==> src/rtl/core/c2g_pkg.sv <==
package c2g_pkg;

    localparam int YEAR_W       = 12;
    localparam int Y_W          = 14;
    localparam int SOD_W        = 17;
    localparam int SUMA_W       = 22;
    localparam int SUM_W        = 23;
    localparam int U_W          = 21;
    localparam int Q_W          = 18;
    localparam int LEAP_W       = 6;

    localparam int YEAR_BIAS    = 4800;
    localparam int DAYS_YEAR    = 365;
    localparam int SEC_HOUR     = 3600;
    localparam int SEC_MINUTE   = 60;
    localparam int SEC_DAY      = 86400;
    localparam int SEC_WEEK     = 604800;
    localparam int LEAP_RESET   = 18;

    localparam int DIV25_MUL    = 2622;
    localparam int DIV25_SHIFT  = 16;
    localparam int DIV7_MUL     = 19173962;
    localparam int DIV7_SHIFT   = 27;

    localparam int WEEK_BIAS    = 110000;
    localparam int JDN_OFFSET   = 32045;
    localparam int GPS_EPOCH    = 2444245;
    localparam int DAY_BIAS     = JDN_OFFSET + GPS_EPOCH - 7 * WEEK_BIAS;
    localparam int TOW_MAX      = 6 * SEC_DAY + 31 * SEC_HOUR + 63 * SEC_MINUTE + 63;

    typedef struct packed {
        logic [11:0] year;
        logic [3:0]  month;
        logic [4:0]  day;
        logic [4:0]  hour;
        logic [5:0]  minute;
        logic [5:0]  second;
    } t_in_beat;

    typedef struct packed {
        logic [12:0] week_number;
        logic [19:0] time_of_week;
        logic [31:0] gps_seconds;
    } t_out_beat;

    function automatic logic [8:0] month_days(input logic [3:0] m);
        logic [8:0] d;
        case (m)
            4'd0:    d = 9'd0;
            4'd1:    d = 9'd31;
            4'd2:    d = 9'd61;
            4'd3:    d = 9'd92;
            4'd4:    d = 9'd122;
            4'd5:    d = 9'd153;
            4'd6:    d = 9'd184;
            4'd7:    d = 9'd214;
            4'd8:    d = 9'd245;
            4'd9:    d = 9'd275;
            4'd10:   d = 9'd306;
            4'd11:   d = 9'd337;
            4'd12:   d = 9'd367;
            default: d = 9'd0;
        endcase
        return d;
    endfunction

endpackage

==> src/rtl/core/c2g_div7.sv <==
module c2g_div7 (
    input  logic                     i_clk,
    input  logic                     i_en,
    input  logic [c2g_pkg::U_W-1:0]  i_u,
    output logic [c2g_pkg::Q_W-1:0]  o_q,
    output logic [2:0]               o_rem
);

    localparam int PROD_W = c2g_pkg::U_W + 25;

    logic [PROD_W-1:0]          w_prod;
    logic [c2g_pkg::Q_W-1:0]    n_q;
    logic [c2g_pkg::Q_W-1:0]    r_q;
    logic [c2g_pkg::U_W-1:0]    r_u;

    assign w_prod = PROD_W'(i_u) * PROD_W'(c2g_pkg::DIV7_MUL);
    assign n_q    = w_prod[c2g_pkg::DIV7_SHIFT + c2g_pkg::Q_W - 1 : c2g_pkg::DIV7_SHIFT];

    always_ff @(posedge i_clk) begin
        if (i_en) begin
            r_q <= n_q;
            r_u <= i_u;
        end
    end

    // u - 7q equals u + q modulo 8
    assign o_q   = r_q;
    assign o_rem = 3'(r_u[2:0] + r_q[2:0]);

endmodule

==> src/rtl/core/calendar_to_gps_time_unit.sv <==
// Converts one UTC calendar epoch per beat into GPS week number, time of week
// and total GPS seconds (week * 604800 + time of week + leap_seconds). The
// pipeline has six register stages and the first one loads at the edge that
// takes the input beat; a result is offered by the last stage, and a new beat
// is taken every cycle while the output side keeps up; the stages stall
// together when the output register is full and not being taken.
// leap_seconds resets to 18 and is written through the configuration channel,
// which is always ready; write it only while the pipeline is empty.
module calendar_to_gps_time_unit (
    input  logic                i_clk,
    input  logic                i_rst_n,
    input  logic                i_in_valid,
    output logic                o_in_ready,
    input  c2g_pkg::t_in_beat   i_in_data,
    output logic                o_out_valid,
    input  logic                i_out_ready,
    output c2g_pkg::t_out_beat  o_out_data,
    input  logic                i_cfg_valid,
    output logic                o_cfg_ready,
    input  logic [5:0]          i_cfg_data
);

    localparam int STAGES = 6;

    logic                               w_en;
    logic [STAGES-1:0]                  r_vld;
    logic [c2g_pkg::LEAP_W-1:0]         r_leap;

    logic                               w_early;
    logic [c2g_pkg::Y_W-1:0]            n_y;
    logic [3:0]                         n_m;
    logic [c2g_pkg::SOD_W-1:0]          n_sod;
    logic [c2g_pkg::Y_W-1:0]            r_y;
    logic [3:0]                         r_m;
    logic [4:0]                         r_dy;
    logic [c2g_pkg::SOD_W-1:0]          r_sod1;

    logic [11:0]                        w_q4;
    logic [23:0]                        w_prod_c;
    logic [c2g_pkg::SUMA_W-1:0]         n_suma;
    logic [c2g_pkg::SUMA_W-1:0]         r_suma;
    logic [11:0]                        r_q4;
    logic [7:0]                         r_c;
    logic [c2g_pkg::SOD_W-1:0]          r_sod2;

    logic [c2g_pkg::SUM_W-1:0]          w_sum;
    logic [c2g_pkg::U_W-1:0]            r_u;
    logic [c2g_pkg::SOD_W-1:0]          r_sod3;

    logic [c2g_pkg::Q_W-1:0]            w_q;
    logic [2:0]                         w_rem;
    logic [c2g_pkg::SOD_W-1:0]          r_sod4;

    logic [c2g_pkg::Q_W-1:0]            r_wk;
    logic [19:0]                        r_tow;

    logic [31:0]                        n_gps;
    c2g_pkg::t_out_beat                 r_out;

    assign w_en        = !r_vld[STAGES-1] || i_out_ready;
    assign o_in_ready  = w_en;
    assign o_cfg_ready = 1'b1;
    assign o_out_valid = r_vld[STAGES-1];
    assign o_out_data  = r_out;

    always_ff @(posedge i_clk) begin
        if (!i_rst_n) begin
            r_vld  <= '0;
            r_leap <= c2g_pkg::LEAP_W'(c2g_pkg::LEAP_RESET);
        end else begin
            if (w_en) begin
                r_vld <= {r_vld[STAGES-2:0], i_in_valid};
            end
            if (i_cfg_valid) begin
                r_leap <= i_cfg_data;
            end
        end
    end

    // January and February count as months 13 and 14 of the previous year
    assign w_early = i_in_data.month <= 4'd2;
    assign n_y     = c2g_pkg::Y_W'(i_in_data.year) + c2g_pkg::Y_W'(c2g_pkg::YEAR_BIAS)
                   - (w_early ? c2g_pkg::Y_W'(1) : c2g_pkg::Y_W'(0));
    assign n_m     = w_early ? 4'(i_in_data.month + 4'd9) : 4'(i_in_data.month - 4'd3);
    assign n_sod   = c2g_pkg::SOD_W'(i_in_data.hour) * c2g_pkg::SOD_W'(c2g_pkg::SEC_HOUR)
                   + c2g_pkg::SOD_W'(i_in_data.minute) * c2g_pkg::SOD_W'(c2g_pkg::SEC_MINUTE)
                   + c2g_pkg::SOD_W'(i_in_data.second);

    // y/100 = (y/4)/25, y/400 = (y/100)/4
    assign w_q4     = r_y[c2g_pkg::Y_W-1:2];
    assign w_prod_c = 24'(w_q4) * 24'(c2g_pkg::DIV25_MUL);
    assign n_suma   = c2g_pkg::SUMA_W'(r_y) * c2g_pkg::SUMA_W'(c2g_pkg::DAYS_YEAR)
                    + c2g_pkg::SUMA_W'(r_dy)
                    + c2g_pkg::SUMA_W'(c2g_pkg::month_days(r_m));

    // day count biased by whole weeks so it stays positive
    assign w_sum = c2g_pkg::SUM_W'(r_suma) + c2g_pkg::SUM_W'(r_q4) - c2g_pkg::SUM_W'(r_c)
                 + c2g_pkg::SUM_W'(r_c[7:2]) - c2g_pkg::SUM_W'(c2g_pkg::DAY_BIAS);

    assign n_gps = 32'({{(32 - c2g_pkg::Q_W){r_wk[c2g_pkg::Q_W-1]}}, r_wk})
                     * 32'(c2g_pkg::SEC_WEEK)
                 + 32'(r_tow) + 32'(r_leap);

    c2g_div7 u_div7 (
        .i_clk (i_clk),
        .i_en  (w_en),
        .i_u   (r_u),
        .o_q   (w_q),
        .o_rem (w_rem)
    );

    always_ff @(posedge i_clk) begin
        if (w_en) begin
            r_y    <= n_y;
            r_m    <= n_m;
            r_dy   <= i_in_data.day;
            r_sod1 <= n_sod;

            r_suma <= n_suma;
            r_q4   <= w_q4;
            r_c    <= w_prod_c[23:c2g_pkg::DIV25_SHIFT];
            r_sod2 <= r_sod1;

            r_u    <= w_sum[c2g_pkg::U_W-1:0];
            r_sod3 <= r_sod2;

            r_sod4 <= r_sod3;

            r_wk   <= w_q - c2g_pkg::Q_W'(c2g_pkg::WEEK_BIAS);
            r_tow  <= 20'(w_rem) * 20'(c2g_pkg::SEC_DAY) + 20'(r_sod4);

            r_out.week_number  <= r_wk[12:0];
            r_out.time_of_week <= r_tow;
            r_out.gps_seconds  <= n_gps;
        end
    end

    a_rem_range: assert property (@(posedge i_clk) disable iff (!i_rst_n)
        r_vld[3] |-> w_rem != 3'd7)
        else $error("day remainder out of range");

    a_accept_enters: assert property (@(posedge i_clk) disable iff (!i_rst_n)
        (i_in_valid && o_in_ready) |=> r_vld[0])
        else $error("accepted beat did not enter the pipeline");

    a_tow_range: assert property (@(posedge i_clk) disable iff (!i_rst_n)
        o_out_valid |-> o_out_data.time_of_week <= 20'(c2g_pkg::TOW_MAX))
        else $error("time of week out of range");

    a_reset_empty: assert property (@(posedge i_clk)
        !i_rst_n |=> r_vld == '0)
        else $error("pipeline not empty after reset");

endmodule
==> config.mk <==
export PLATFORM = sky130hd
export DESIGN_NAME = calendar_to_gps_time_unit
export DESIGN_NICKNAME = d
export VERILOG_FILES = /design/src/rtl/core/c2g_pkg.sv /design/src/rtl/core/c2g_div7.sv /design/src/rtl/core/calendar_to_gps_time_unit.sv
export SDC_FILE = /design/constraint.sdc
export NUM_CORES = 1
export LEC_CHECK = 0
export BUFFER_PORTS_ARGS = -buffer_cell sky130_fd_sc_hd__buf_2
export CAP_MARGIN = 20
export CORE_MARGIN = 10
export CORE_UTILIZATION = 55
export DETAILED_ROUTE_END_ITERATION = 8
export MAX_ROUTING_LAYER = met4
export PLACE_DENSITY = 0.81
export SYNTH_ARGS = -nofsm -noshare
export SYNTH_HDL_FRONTEND = slang
export SYNTH_HIERARCHICAL = 1
export SYNTH_SLANG_ARGS = --single-unit
export TNS_END_PERCENT = 1
==> constraint.sdc <==
create_clock -name i_clk -period 25.8 [get_ports i_clk]
set_input_delay 1.29 -clock i_clk [delete_from_list [all_inputs] [get_ports i_clk]]
set_output_delay 1.29 -clock i_clk [all_outputs]
set_load 0.02 [all_outputs]
# After elaboration in Yosys (flattened, before gate mapping)

Memory sizes are Yosys's and may differ from the RTL's. A register that Yosys moved wholly into a read port is not among the register bits.
Cells that the tools add are included.

Bits in registers: 289
ROM bits: 144
Input bits: 49
Word-level logic and storage cells: 51
Memories: 1

Memories:

| name             | depth | width | rd ports | clocked after memory_dff | write ports | RTL line      | RTL |
|---|---|---|---|---|---|---|---|
| (name not given) | 16    | 9     | 1        | 1                        | 0           | c2g_pkg.sv:48 | `case (m)` |

$add $sub $neg: 17
Multipliers: 7
Magnitude comparators: 1
Muxes and demuxes: 3
Reduce and logical (&&, ||, !) cells: 2

Operator list:

| kind                                                            | count |
|---|---|
| multiplier 21 x 24 -> 44 bit (second input constant)            | 1 |
| adder 32 x 20 -> 32 bit                                         | 1 |
| adder 32 x 6 -> 32 bit                                          | 1 |
| multiplier 32 x 13 -> 25 bit (second input constant)            | 1 |
| multiplier 12 x 11 -> 23 bit (second input constant)            | 1 |
| adder 21 x 12 -> 21 bit                                         | 1 |
| adder 21 x 5 -> 21 bit                                          | 1 |
| adder 21 x 6 -> 21 bit                                          | 1 |
| adder 21 x 9 -> 21 bit                                          | 1 |
| multiplier 14 x 9 -> 21 bit (second input constant)             | 1 |
| subtractor 21 bit (second input constant)                       | 1 |
| subtractor 21 x 8 -> 21 bit                                     | 1 |
| adder 20 x 17 -> 20 bit                                         | 1 |
| subtractor 18 x 17 -> 18 bit (second input constant)            | 1 |
| adder 17 x 12 -> 17 bit                                         | 1 |
| adder 17 x 6 -> 17 bit                                          | 1 |
| adder 12 x 13 -> 14 bit (second input constant)                 | 1 |
| subtractor 14 x 1 -> 14 bit                                     | 1 |
| multiplier 3 x 10 -> 13 bit (second input constant)             | 1 |
| multiplier 5 x 8 -> 13 bit (second input constant)              | 1 |
| multiplier 6 x 4 -> 10 bit (second input constant)              | 1 |
| two-way mux 4 bit                                               | 2 |
| adder 4 bit (second input constant)                             | 1 |
| less-or-equal comparator 4 x 2 -> 1 bit (second input constant) | 1 |
| 5 further kinds                                                 | 5 |

# Logic depth before layout (Yosys ltp)

Gate-level depths: netlist (run 1).

Word-level depth: 4
Depth in mapped cells: 22

# Modules after synthesis

The synthesis (run 1) kept the hierarchy.

By module, submodules not included:

| module                    | times used | cells each | area each (um2) | seq. area each (um2) |
|---|---|---|---|---|
| calendar_to_gps_time_unit | 1          | 1980       | 23088.4         | 8107.8 |
| c2g_div7                  | 1          | 662        | 6480.0          | 630.6 |

# Worst setup path before layout (run 1)

Ideal clock, no wire load.

Path kind: input -> register
From: input port i_out_ready
To: register with a tool-made name
Data arrival time: 12.416 ns
Required time: 25.678 ns
Setup slack: 13.262 ns
Stages on the path: 9
Path through: nor2b_1 > clkbuf_1 > inv_1 > clkbuf_1 > o21ai_0 > ha_1 > nand2_1 > nor2_1 > a221o_1

RTL lines:

| element     | RTL line                        | RTL |
|---|---|---|
| from (decl) | calendar_to_gps_time_unit.sv:16 | `input logic i_out_ready,` |

# Worst setup path in the final report (run 1)

From: register r_wk[3] (netlist name)
To: register o_out_data[31] (netlist name)

Cells in the longest elaborated chain, start to end: 3

RTL lines:

| element                      | RTL line                         | RTL |
|---|---|---|
| from (decl)                  | calendar_to_gps_time_unit.sv:54  | `logic [c2g_pkg::Q_W-1:0] r_wk;` |
| from (signal assigned)       | calendar_to_gps_time_unit.sv:129 | `r_wk <= w_q - c2g_pkg::Q_W'(c2g_pkg::WEEK_BIAS);` |
| multiplier 32 x 13 -> 25 bit | calendar_to_gps_time_unit.sv:101 | `* 32'(c2g_pkg::SEC_WEEK)` |
| adder 32 x 20 -> 32 bit      | calendar_to_gps_time_unit.sv:102 | `+ 32'(r_tow) + 32'(r_leap);` |
| adder 32 x 6 -> 32 bit       | calendar_to_gps_time_unit.sv:102 |  |
| named net n_gps[31]          | calendar_to_gps_time_unit.sv:57  | `logic [31:0] n_gps;` |

The timed path passes the listed nets, and every way through them passes these cells.
A chain may end at the register's enable or synchronous reset.

==> impl_results.md, run 1 <==
* Outcome: completed
* IO Pins at 117
* Ys flop type: edfxtp_1
* Final worst clock skew at 0.0250 ns
* Asr flop ratio synth at 0%
* Crit-path max FO at 7
* Initial Util at 55.9%
* RD Place Congestion at roughly 0.93
* Later-pin clock latency in the skew report at 0.54 ns
* Number of diodes at 0
* Clock transition at path regs at 0.06 ns
* Worst setup EP type: flop
* Sequential area share after synthesis at 29.6%
* Total routed wirelength at 59.0 mm
* Minimum clock period at 6.11 ns
* Pins over their slew limit at 0
* First-pass iteration count of the detailed router at 5
* CTS tree: yes
* Post-CTS Setup Bufs at 0
* CTS Buf Count at 34
* Final Hold Vio Count at 0
* Nets at 3667
* WP data required at 26.08 ns
* Post-Syn Instances at 2642
* Launching element type of the critical path: flop
* Layout cell share with drive strength beyond 1 at 7.32%
* Arrival time worst endpoint at 6.39 ns
* WL per Instance at about 17 µm
* Die W at roughly 250 µm
* Area growth syn-to-layout at 8.59%
* Slew HR at 30.1%
* Slew @ Worst Pin at 1.05 ns
* H-tree depth at 2
* Yosys cell types at 88
* Remaining design rule violation count at 0
* Design area at 32100 µm²
* Syn avg cell area at 11.2 µm²
* Clock root cell: clkbuf_16
* RSZ-0062 raised after global routing: false
* Post-synth EDFFs at 277
* PostCTS Resize Cnt at 0
* Fmax at 164 MHz
* Commonest non-fill, non-tap cells in the layout: ha_1 (559), inv_1 (551), fa_1 (283)
* Syn. warnings at 6
* Clock sink total at roughly 300
* FF+latch count, synth at 298
* Hold Crit Class: flop to flop
* Die Ht at 252 µm
* Number of global-route vias before repair at between 20000 and 25000
* Synth Cell Area at slightly below 30000 µm²
* Routed Antenna Nets at 0
* First-pass GRT wire length at slightly below 100 mm
* Commonest non-fill, non-tap cell in the layout: ha_1
* Row count at 84
* Tcrit/Tclk final at 23.7%
* Hold_buf cts at 0
* Setup TNS at 0 ns
* Die area at 63400 µm²
* Initial antenna violation count at 0
* Placed cell area at 31000 µm²
* Max Buffers Root-to-Sink at 3
* Setup CP Type: flop to flop
* Largest net degree at the start of global routing at a little over 200
* Post-detail-place hpwl at 48.1 mm
* Port Buffer Count at 115
* Via-to-Cell Ratio at around 5.5
* DR vias at roughly 19000
* Core ar. at between 50000 and 60000 µm²
* Congestion Overflow GR at 0
* Synth Net Count at 3533
* FILL cells at about 4100
* DRT iter0 DRCs at 1044
* Final setup viols at 0
* Total global-route track usage at 19.5%
* Max cap viols at 0
[routing by layer]
| metal | track usage (%) | part of all wire (%) | up-vias |
|---|---|---|---|
| li1 | - | - | 9238 |
| met1 | 22.0 | 41 | 9366 |
| met2 | 35.1 | 52 | 362 |
| met3 | 2.63 | 3.1 | 143 |
| met4 | 6.94 | 3.4 | 0 |
| met5 | - | 0 | - |
[state kept, by name, summed over array words and instances, names as in the netlist, named ones only]
register	cells
r_dy	5
r_suma	21
u_div7/r_u	3
r_m	4
r_wk	18
r_leap	6
r_sod3	17
r_sod1	17
r_sod2	17
r_sod4	17
r_u	21
r_vld	6
u_div7/o_q	18
o_out_data	65
r_tow	20
r_c	8
r_y	14
r_q4	12
[final timing paths]
kind | depth (start not counted) | startpoint | to | slack [ns]
worst max-delay path | 22 | r_wk[3] | o_out_data[31] | 19.69
worst min-delay path | 0 | r_sod3[9] | r_sod4[9] | 0.40
worst max register to register | 22 | r_wk[3] | o_out_data[31] | 19.69
worst min register to register | 0 | r_sod3[9] | r_sod4[9] | 0.40
[critical path, stage by stage (launching register included)]
cell	delay [ns]
edfxtp_1	0.51
inv_1	0.14
fa_1	0.55
inv_1	0.04
ha_1	0.21
fa_1	0.55
inv_1	0.05
fa_1	0.47
fa_1	0.54
inv_1	0.04
ha_1	0.37
and3_1	0.22
a221oi_1	0.32
xnor2_1	0.11
ha_1	0.36
a21o_1	0.18
nor2_1	0.06
nand2_1	0.05
a21oi_1	0.05
or3_4	0.45
or2_1	0.27
nor3_2	0.22
xnor2_1	0.09
[metrics by stage]
step / instances / hold slack, ns / setup slack, ns / utilization (%)
3_3_place_gp: 3427 / 0.401 / 19.80 / 58.6
6_report: 3489 / 0.405 / 19.69 / 60.7
3_5_place_dp: 3427 / 0.405 / 19.69 / 58.6
2_1_floorplan: 2642 / 0.400 / 13.26 / -
4_1_cts: 3488 / 0.406 / 19.68 / 60.7
5_1_grt: 3489 / 0.411 / 19.42 / 60.7
[Yosys cell counts, types with 13 or more instances]
| library cell | count | area, µm² |
|---|---|---|
| xor2_1 | 42 | 368 |
| o21a_1 | 19 | 143 |
| fa_1 | 283 | 5670 |
| edfxtp_1 | 277 | 8320 |
| nor2b_1 | 21 | 131 |
| xnor2_1 | 124 | 1090 |
| nand3_1 | 34 | 170 |
| ha_1 | 559 | 6990 |
| o21ai_0 | 59 | 295 |
| nor2_1 | 97 | 364 |
| a21o_1 | 39 | 293 |
| nand4_1 | 16 | 100 |
| clkbuf_1 | 13 | 48.8 |
| a21oi_1 | 114 | 571 |
| o211ai_1 | 14 | 105 |
| dfxtp_1 | 21 | 420 |
| o21bai_1 | 22 | 165 |
| and3_1 | 14 | 87.6 |
| nand2_1 | 81 | 304 |
| nor3_1 | 23 | 115 |
| inv_1 | 552 | 2070 |
[area by class of cell]
type / instances / area (µm²) / area share, %
clock buffer: 49 / 1020 / 3.18
timing repair buffer: 118 / 608 / 1.89
clock inverter: 12 / 126 / 0.394
inverter: 552 / 2080 / 6.48
sequential: 298 / 8740 / 27.2
tap: 688 / 861 / 2.68
multi-input combinational: 1772 / 18700 / 58.2
[logic make-up after synthesis]
group	after synthesis	synth area share (%)
adder cells (fa/ha/maj)	842	42.8
XOR/XNOR	168	5.03
other	1	0.0127
flip-flops	298	29.6
AND/OR/NAND/NOR	367	6.36
AO/OA/AOI/OAI	386	8.66
buffers and inverters	572	7.30
multiplexers	8	0.275
Power of run 1 is left out: the tool's default activity adds up to more than one toggle a clock period on the data nets, which glitch-free logic cannot reach.
==> run 2: changes to the inputs <==
- PLACE_DENSITY: 0.81 -> 0.84
- clock period: 25.8 -> 5 ns (I/O delays scaled with it)
==> run 2 against run 1 <==
The run now ends with negative setup slack left. Critical path depth grew 3. Clock skew fell by 0.012 ns. Sequential share of layout area decreased by 2.8 points. Die area is the same. Worst setup slack worse by 20 ns. Final cell count grew 9.6%. Register-to-register slack got worse by 20 ns. Highest routed layer unchanged.
==> impl_results.md, run 2 (same netlist as run 1, synthesis figures left out) <==
* Final Hold Vio Count at 0 (unchanged)
* Met2 WL at 36.7 mm (was 30.9 mm)
* Row count at 84 (unchanged)
* Pins over their slew limit at 0 (unchanged)
* Via-to-Cell Ratio at 5.46 (was 5.48)
* Clock sink total at 298 (unchanged)
* Register area at 8740 µm² (unchanged)
* Launching element type of the critical path: flop (unchanged)
* Fmax at 185 MHz (was 164 MHz)
* WP data required at 5.29 ns (was 26.08 ns)
* Die W at 252 µm (unchanged)
* Nets at 4005 (was 3667)
* Largest net degree at the start of global routing at 97 (was 203)
* Core ar. at 52900 µm² (unchanged)
* Commonest non-fill, non-tap cell in the layout: inv_1 (was ha_1)
* Worst setup EP type: flop (unchanged)
* Largest regs: o_out_data: 65 flops, r_suma: 21 flops, r_u: 21 flops (unchanged)
* Routed Antenna Nets at 0 (unchanged)
* Arrival time worst endpoint at 5.69 ns (was 6.39 ns)
* RD Place Congestion at 0.986 (was 0.930)
* Crit-path max FO at 3 (was 7)
* RSZ-0062 raised after global routing: true (was false)
* Max reg flops at 65 (unchanged)
* Minimum clock period at 5.41 ns (was 6.11 ns)
* Number of diodes at 0 (unchanged)
* Final setup viols at 29 (was 0)
* Total routed wirelength at 67.9 mm (was 59.0 mm)
* Placed cell area at 33100 µm² (was 31000 µm²)
* Clock root cell: clkbuf_16 (unchanged)
* Met3 WL post-DR at 2.18 mm (was 1.86 mm)
* Congestion Overflow GR at 0 (unchanged)
* Number of global-route vias before repair at 22700 (was 20700)
* FILL cells at 3550 (was 4143)
* Slew HR at 34.8% (was 30.1%)
* IO Pins at 117 (unchanged)
* Post-detail-place hpwl at 53.6 mm (was 48.1 mm)
* Die Ht at 252 µm (unchanged)
* Slew @ Worst Pin at 0.979 ns (was 1.05 ns)
* Most flops, register: o_out_data (unchanged)
* DR vias at 20900 (was 19100)
* Area growth syn-to-layout at 21.0% (was 8.59%)
* Tcrit/Tclk final at 108% (was 23.7%)
* H-tree depth at 2 (unchanged)
* Hold Crit Class: input port to flop (was flop to flop)
* Final worst clock skew at 0.0134 ns (was 0.0250 ns)
* Failing checks: negative setup slack
* Initial antenna violation count at 0 (unchanged)
* Commonest non-fill, non-tap cells in the layout: inv_1 (532), ha_1 (503), buf_4 (307) (was ha_1 (559), inv_1 (551), fa_1 (283))
* Design area at 35800 µm² (was 32100 µm²)
* Metal-1 WL at 26.4 mm (was 24.1 mm)
* Port Buffer Count at 115 (unchanged)
* First-pass GRT wire length at 110 mm (was 99.4 mm)
* Outcome: complete, but fails checks (was completed)
* Remaining design rule violation count at 0 (unchanged)
* Max Buffers Root-to-Sink at 3 (unchanged)
* Clock transition at path regs at 0.06 ns (about the same)
* Area of the multi-input gates at 19800 µm² (was 18700 µm²)
* Final worst slack at -0.409 ns (was 19.69 ns)
* CTS tree: yes (unchanged)
* Die area at 63400 µm² (unchanged)
* First-pass iteration count of the detailed router at 7 (was 5)
* Highest metal used: met4 (unchanged)
* Total global-route track usage at 21.8% (was 19.5%)
* CTS Buf Count at 35 (was 34)
* DRT iter0 DRCs at 1031 (was 1044)
* WL per Instance at 17.7 µm (was 16.9 µm)
* Layout cell share with drive strength beyond 1 at 21.8% (was 7.32%)
* Setup CP Type: flop to flop (unchanged)
* Later-pin clock latency in the skew report at 0.55 ns (was 0.54 ns)
* Max cap viols at 0 (unchanged)
* Final core occ at 67.7% (was 60.7%)
* Initial Util at 55.9% (unchanged)
==> run 2: critical path: stages, from the launching register on <==
cell	delay, ns
edfxtp_1	0.37
inv_2	0.06
buf_4	0.13
fa_1	0.47
inv_1	0.04
ha_1	0.18
fa_1	0.44
ha_1	0.29
inv_1	0.05
fa_1	0.54
inv_1	0.05
ha_1	0.29
buf_4	0.13
o211ai_1	0.12
o211ai_1	0.27
nand2_1	0.13
xnor2_1	0.18
ha_1	0.25
nor2_2	0.06
nand2_1	0.07
a21oi_2	0.04
or3_4	0.43
buf_6	0.13
a211o_1	0.27
nand3_2	0.07
xor2_1	0.06
==> run 2: final timing paths <==
| path | endpoint | depth (start not counted) | slack (ns) | startpoint |
|---|---|---|---|---|
| max | o_out_data[27] | 25 | -0.41 | r_wk[3] |
| min | r_leap[1] | 2 | 0.05 | i_rst_n |
| max reg2reg | o_out_data[27] | 25 | -0.41 | r_wk[3] |
| min reg2reg | r_sod2[8] | 0 | 0.42 | r_sod1[8] |
==> run 2: timing repair <==
action / in CTS / in global routing
hold buffers: 16 / 0
setup endpoints to repair: 39 / 41
endpoints found under the hold margin: 15 / 0
buffers inserted: 20 / 16
pin swaps: 75 / 73
gates resized for setup: 126 / 85
==> run 2: cell type report <==
type	instances	share of cell area [%]
Clock buffer	45	2.58
Multi-Input combinational cell	1772	55.3
Timing Repair Buffer	455	9.04
Sequential cell	298	24.4
Tap cell	688	2.41
Inverter	552	5.81
Clock inverter	14	0.465
==> run 2: per-layer routing <==
| layer | GRT usage, % | vias up |
|---|---|---|
| met1 | 23.1 | 10300 |
| met2 | 40.8 | 505 |
| met3 | 2.84 | 184 |
| li1 | - | 9919 |
| met4 | 7.81 | 0 |
| met5 | - | - |
==> run 2: metrics by stage <==
step	TNS (ns)	setup WS (ns)	cells	hold slack, ns
finish	-6.16	-0.409	3824	0.0468
global route	-12.01	-0.662	3824	0.0328
CTS	-5.60	-0.336	3807	0.0110
detailed placement	-13.93	-0.655	3712	0.405
global placement	-11.43	-0.560	3712	0.400
floorplan	-6.97	-0.685	2642	0.349
Power of run 2 is left out for the same reason.
==> run 3: changes to the inputs <==
- CORE_UTILIZATION: 55 -> 45
- PLACE_DENSITY: 0.84 -> 0.72
- SETUP_SLACK_MARGIN: default -> 0.05
==> run 3 against run 2 <==
The run still ends with negative setup slack left. Via count fell by 4.7%. Die area rose by 20%. Worst hold slack got worse by 0.0023 ns. Non-clock buffer count fell by 8. Highest routed layer unchanged.
==> impl_results.md, run 3 (same netlist as run 1, synthesis figures left out) <==
* Pins over their slew limit at 0 (unchanged)
* Largest regs: o_out_data: 65 flops, r_suma: 21 flops, r_u: 21 flops (unchanged)
* Routed Antenna Nets at 0 (unchanged)
* Max reg flops at 65 (unchanged)
* Area growth syn-to-layout at 20.8% (was 21.0%)
* Total global-route track usage at 16.0% (was 21.8%)
* Arrival time worst endpoint at 5.65 ns (was 5.69 ns)
* Remaining design rule violation count at 0 (unchanged)
* Initial Util at 45.7% (was 55.9%)
* Minimum clock period at 5.36 ns (was 5.41 ns)
* Total routed wirelength at 59.8 mm (was 67.9 mm)
* Most flops, register: o_out_data (unchanged)
* Clock transition at path regs at 0.06 ns (about the same)
* DRT iter0 DRCs at 816 (was 1031)
* Row count at 93 (was 84)
* Port Buffer Count at 115 (unchanged)
* Clock root cell: clkbuf_16 (unchanged)
* Most Frequent Cell on Critical Path: fa_1 (was ha_1)
* Finished Layout Cells at 3985 (was 3824)
* Die Ht at 276 µm (was 252 µm)
* Via-to-Cell Ratio at 5.00 (was 5.46)
* Commonest non-fill, non-tap cells in the layout: inv_1 (536), ha_1 (517), buf_4 (305) (was inv_1 (532), ha_1 (503), buf_4 (307))
* Final worst slack at -0.361 ns (was -0.409 ns)
* Fmax at 187 MHz (was 185 MHz)
* Setup CP Type: flop to flop (unchanged)
* FILL cells at 5378 (was 3550)
* Design area at 35700 µm² (was 35800 µm²)
* Layout cell share with drive strength beyond 1 at 20.6% (was 21.8%)
* Hold Crit Class: input port to flop (unchanged)
* H-tree depth at 2 (unchanged)
* Initial antenna violation count at 0 (unchanged)
* RD Place Congestion at 0.872 (was 0.986)
* Clock sink total at 298 (unchanged)
* Placed cell area at 33300 µm² (was 33100 µm²)
* Cells along the critical path: inv_2, fa_1, inv_1, ha_2, fa_1, inv_2, fa_1, fa_1, inv_2, ha_4, and3_4, a221oi_2, xnor2_1, ha_1, a21o_1, nor2_2, nand2_1, o21ai_2, or3_4, buf_6, a211o_1, nand3_2, xor2_1
* Pre-CTS setup slack at -0.630 ns (was -0.655 ns)
* Slowest stage cell, crit path: fa_1 (unchanged)
* Die area at 76400 µm² (was 63400 µm²)
* Congestion Overflow GR at 0 (unchanged)
* Later-pin clock latency in the skew report at 0.55 ns (about the same)
* Highest metal used: met4 (unchanged)
* Number of diodes at 0 (unchanged)
* RSZ-0062 raised after global routing: true (unchanged)
* Max cap viols at 0 (unchanged)
* Tcrit/Tclk final at 107% (was 108%)
* Final setup viols at 25 (was 29)
* Crit-path max FO at 3 (unchanged)
* IO Pins at 117 (unchanged)
* Metal-1 WL at 24.6 mm (was 26.4 mm)
* Met3 WL post-DR at 1.81 mm (was 2.18 mm)
* Placed cells at 3879 (was 3712)
* Launching element type of the critical path: flop (unchanged)
* DR vias at 19900 (was 20900)
* WL per Instance at 15.0 µm (was 17.7 µm)
* Max Buffers Root-to-Sink at 3 (unchanged)
* Met2 WL at 31.8 mm (was 36.7 mm)
* Core ar. at 64700 µm² (was 52900 µm²)
* First-pass GRT wire length at 101 mm (was 110 mm)
* Slew @ Worst Pin at 0.976 ns (was 0.979 ns)
* Outcome: complete, but fails checks (unchanged)
* Crit path largest cell delay at 0.53 ns (was 0.54 ns)
* CTS Buf Count at 34 (was 35)
* Largest net degree at the start of global routing at 188 (was 97)
* WP data required at 5.29 ns (about the same)
* First-pass iteration count of the detailed router at 6 (was 7)
* Commonest non-fill, non-tap cell in the layout: inv_1 (unchanged)
* Post-detail-place hpwl at 48.4 mm (was 53.6 mm)
* Number of global-route vias before repair at 21400 (was 22700)
* Nets at 3996 (was 4005)
* Final worst clock skew at 0.0290 ns (was 0.0134 ns)
* Worst setup EP type: flop (unchanged)
* Slew HR at 34.9% (was 34.8%)
* Final Hold Vio Count at 0 (unchanged)
* Failing checks: negative setup slack (unchanged)
* CTS tree: yes (unchanged)
* Die W at 276 µm (was 252 µm)
## run 3: cell types whose count changed in the layout (fill, tap and decap cells not counted), moves of 5 or more
cell and change:
a21oi_4 -5, buf_6 -8, nand3_2 -5, clkbuf_1 -5, ha_1 +14, ha_4 -13
nand3_1 +5
## run 3: layout make-up
cell class	count	area (µm²)	area share (%)
multi-input cells	1772	19500	54.5
clock buffers	43	946	2.65
clock inverters	18	253	0.708
flip-flops and latches	298	8740	24.5
well taps	855	1070	3.00
repair buffers	447	3150	8.82
inverters	552	2080	5.82
## run 3: path summary, 6_finish.rpt
kind,startpoint,endpoint,slack (ns),cells after the start
setup / recovery,r_wk[5],o_out_data[27],-0.36,23
hold / removal,i_in_data[33],r_y[7],0.04,2
hold reg to reg,r_sod3[5],r_sod4[5],0.41,0
setup reg to reg,r_wk[5],o_out_data[27],-0.36,23
## run 3: timing repair
item,4_1_cts,5_1_grt
hold buffers,18,0
pin swaps,83,46
setup buffers,19,7
endpoints found under the hold margin,16,0
gates resized for setup,114,43
endpoints found under the setup margin,32,43
## run 3: per-layer routing
metal	GRT usage, %	up-vias
met4	4.97	0
met2	29.5	305
li1	-	9877
met5	-	-
met1	17.6	9630
met3	2.37	106
## run 3: worst max-delay path, delay by kind of cell (launching register included)
family	cells	cell delay (ns)
fa+ha+maj	7	2.73
simple gates	5	0.79
compound gates	4	0.75
flops	1	0.35
buf+inv	5	0.33
xor+xnor	2	0.17
## run 3: through the flow
step	hold WS [ns]	utilization [%]	TNS [ns]
floorplan	0.349	-	-6.97
global placement	0.400	51.5	-9.54
detailed placement	0.405	51.5	-11.70
CTS	0.00425	54.8	-5.04
global route	0.0382	55.2	-10.32
finish	0.0445	55.2	-5.47
Power of run 3 is left out for the same reason.
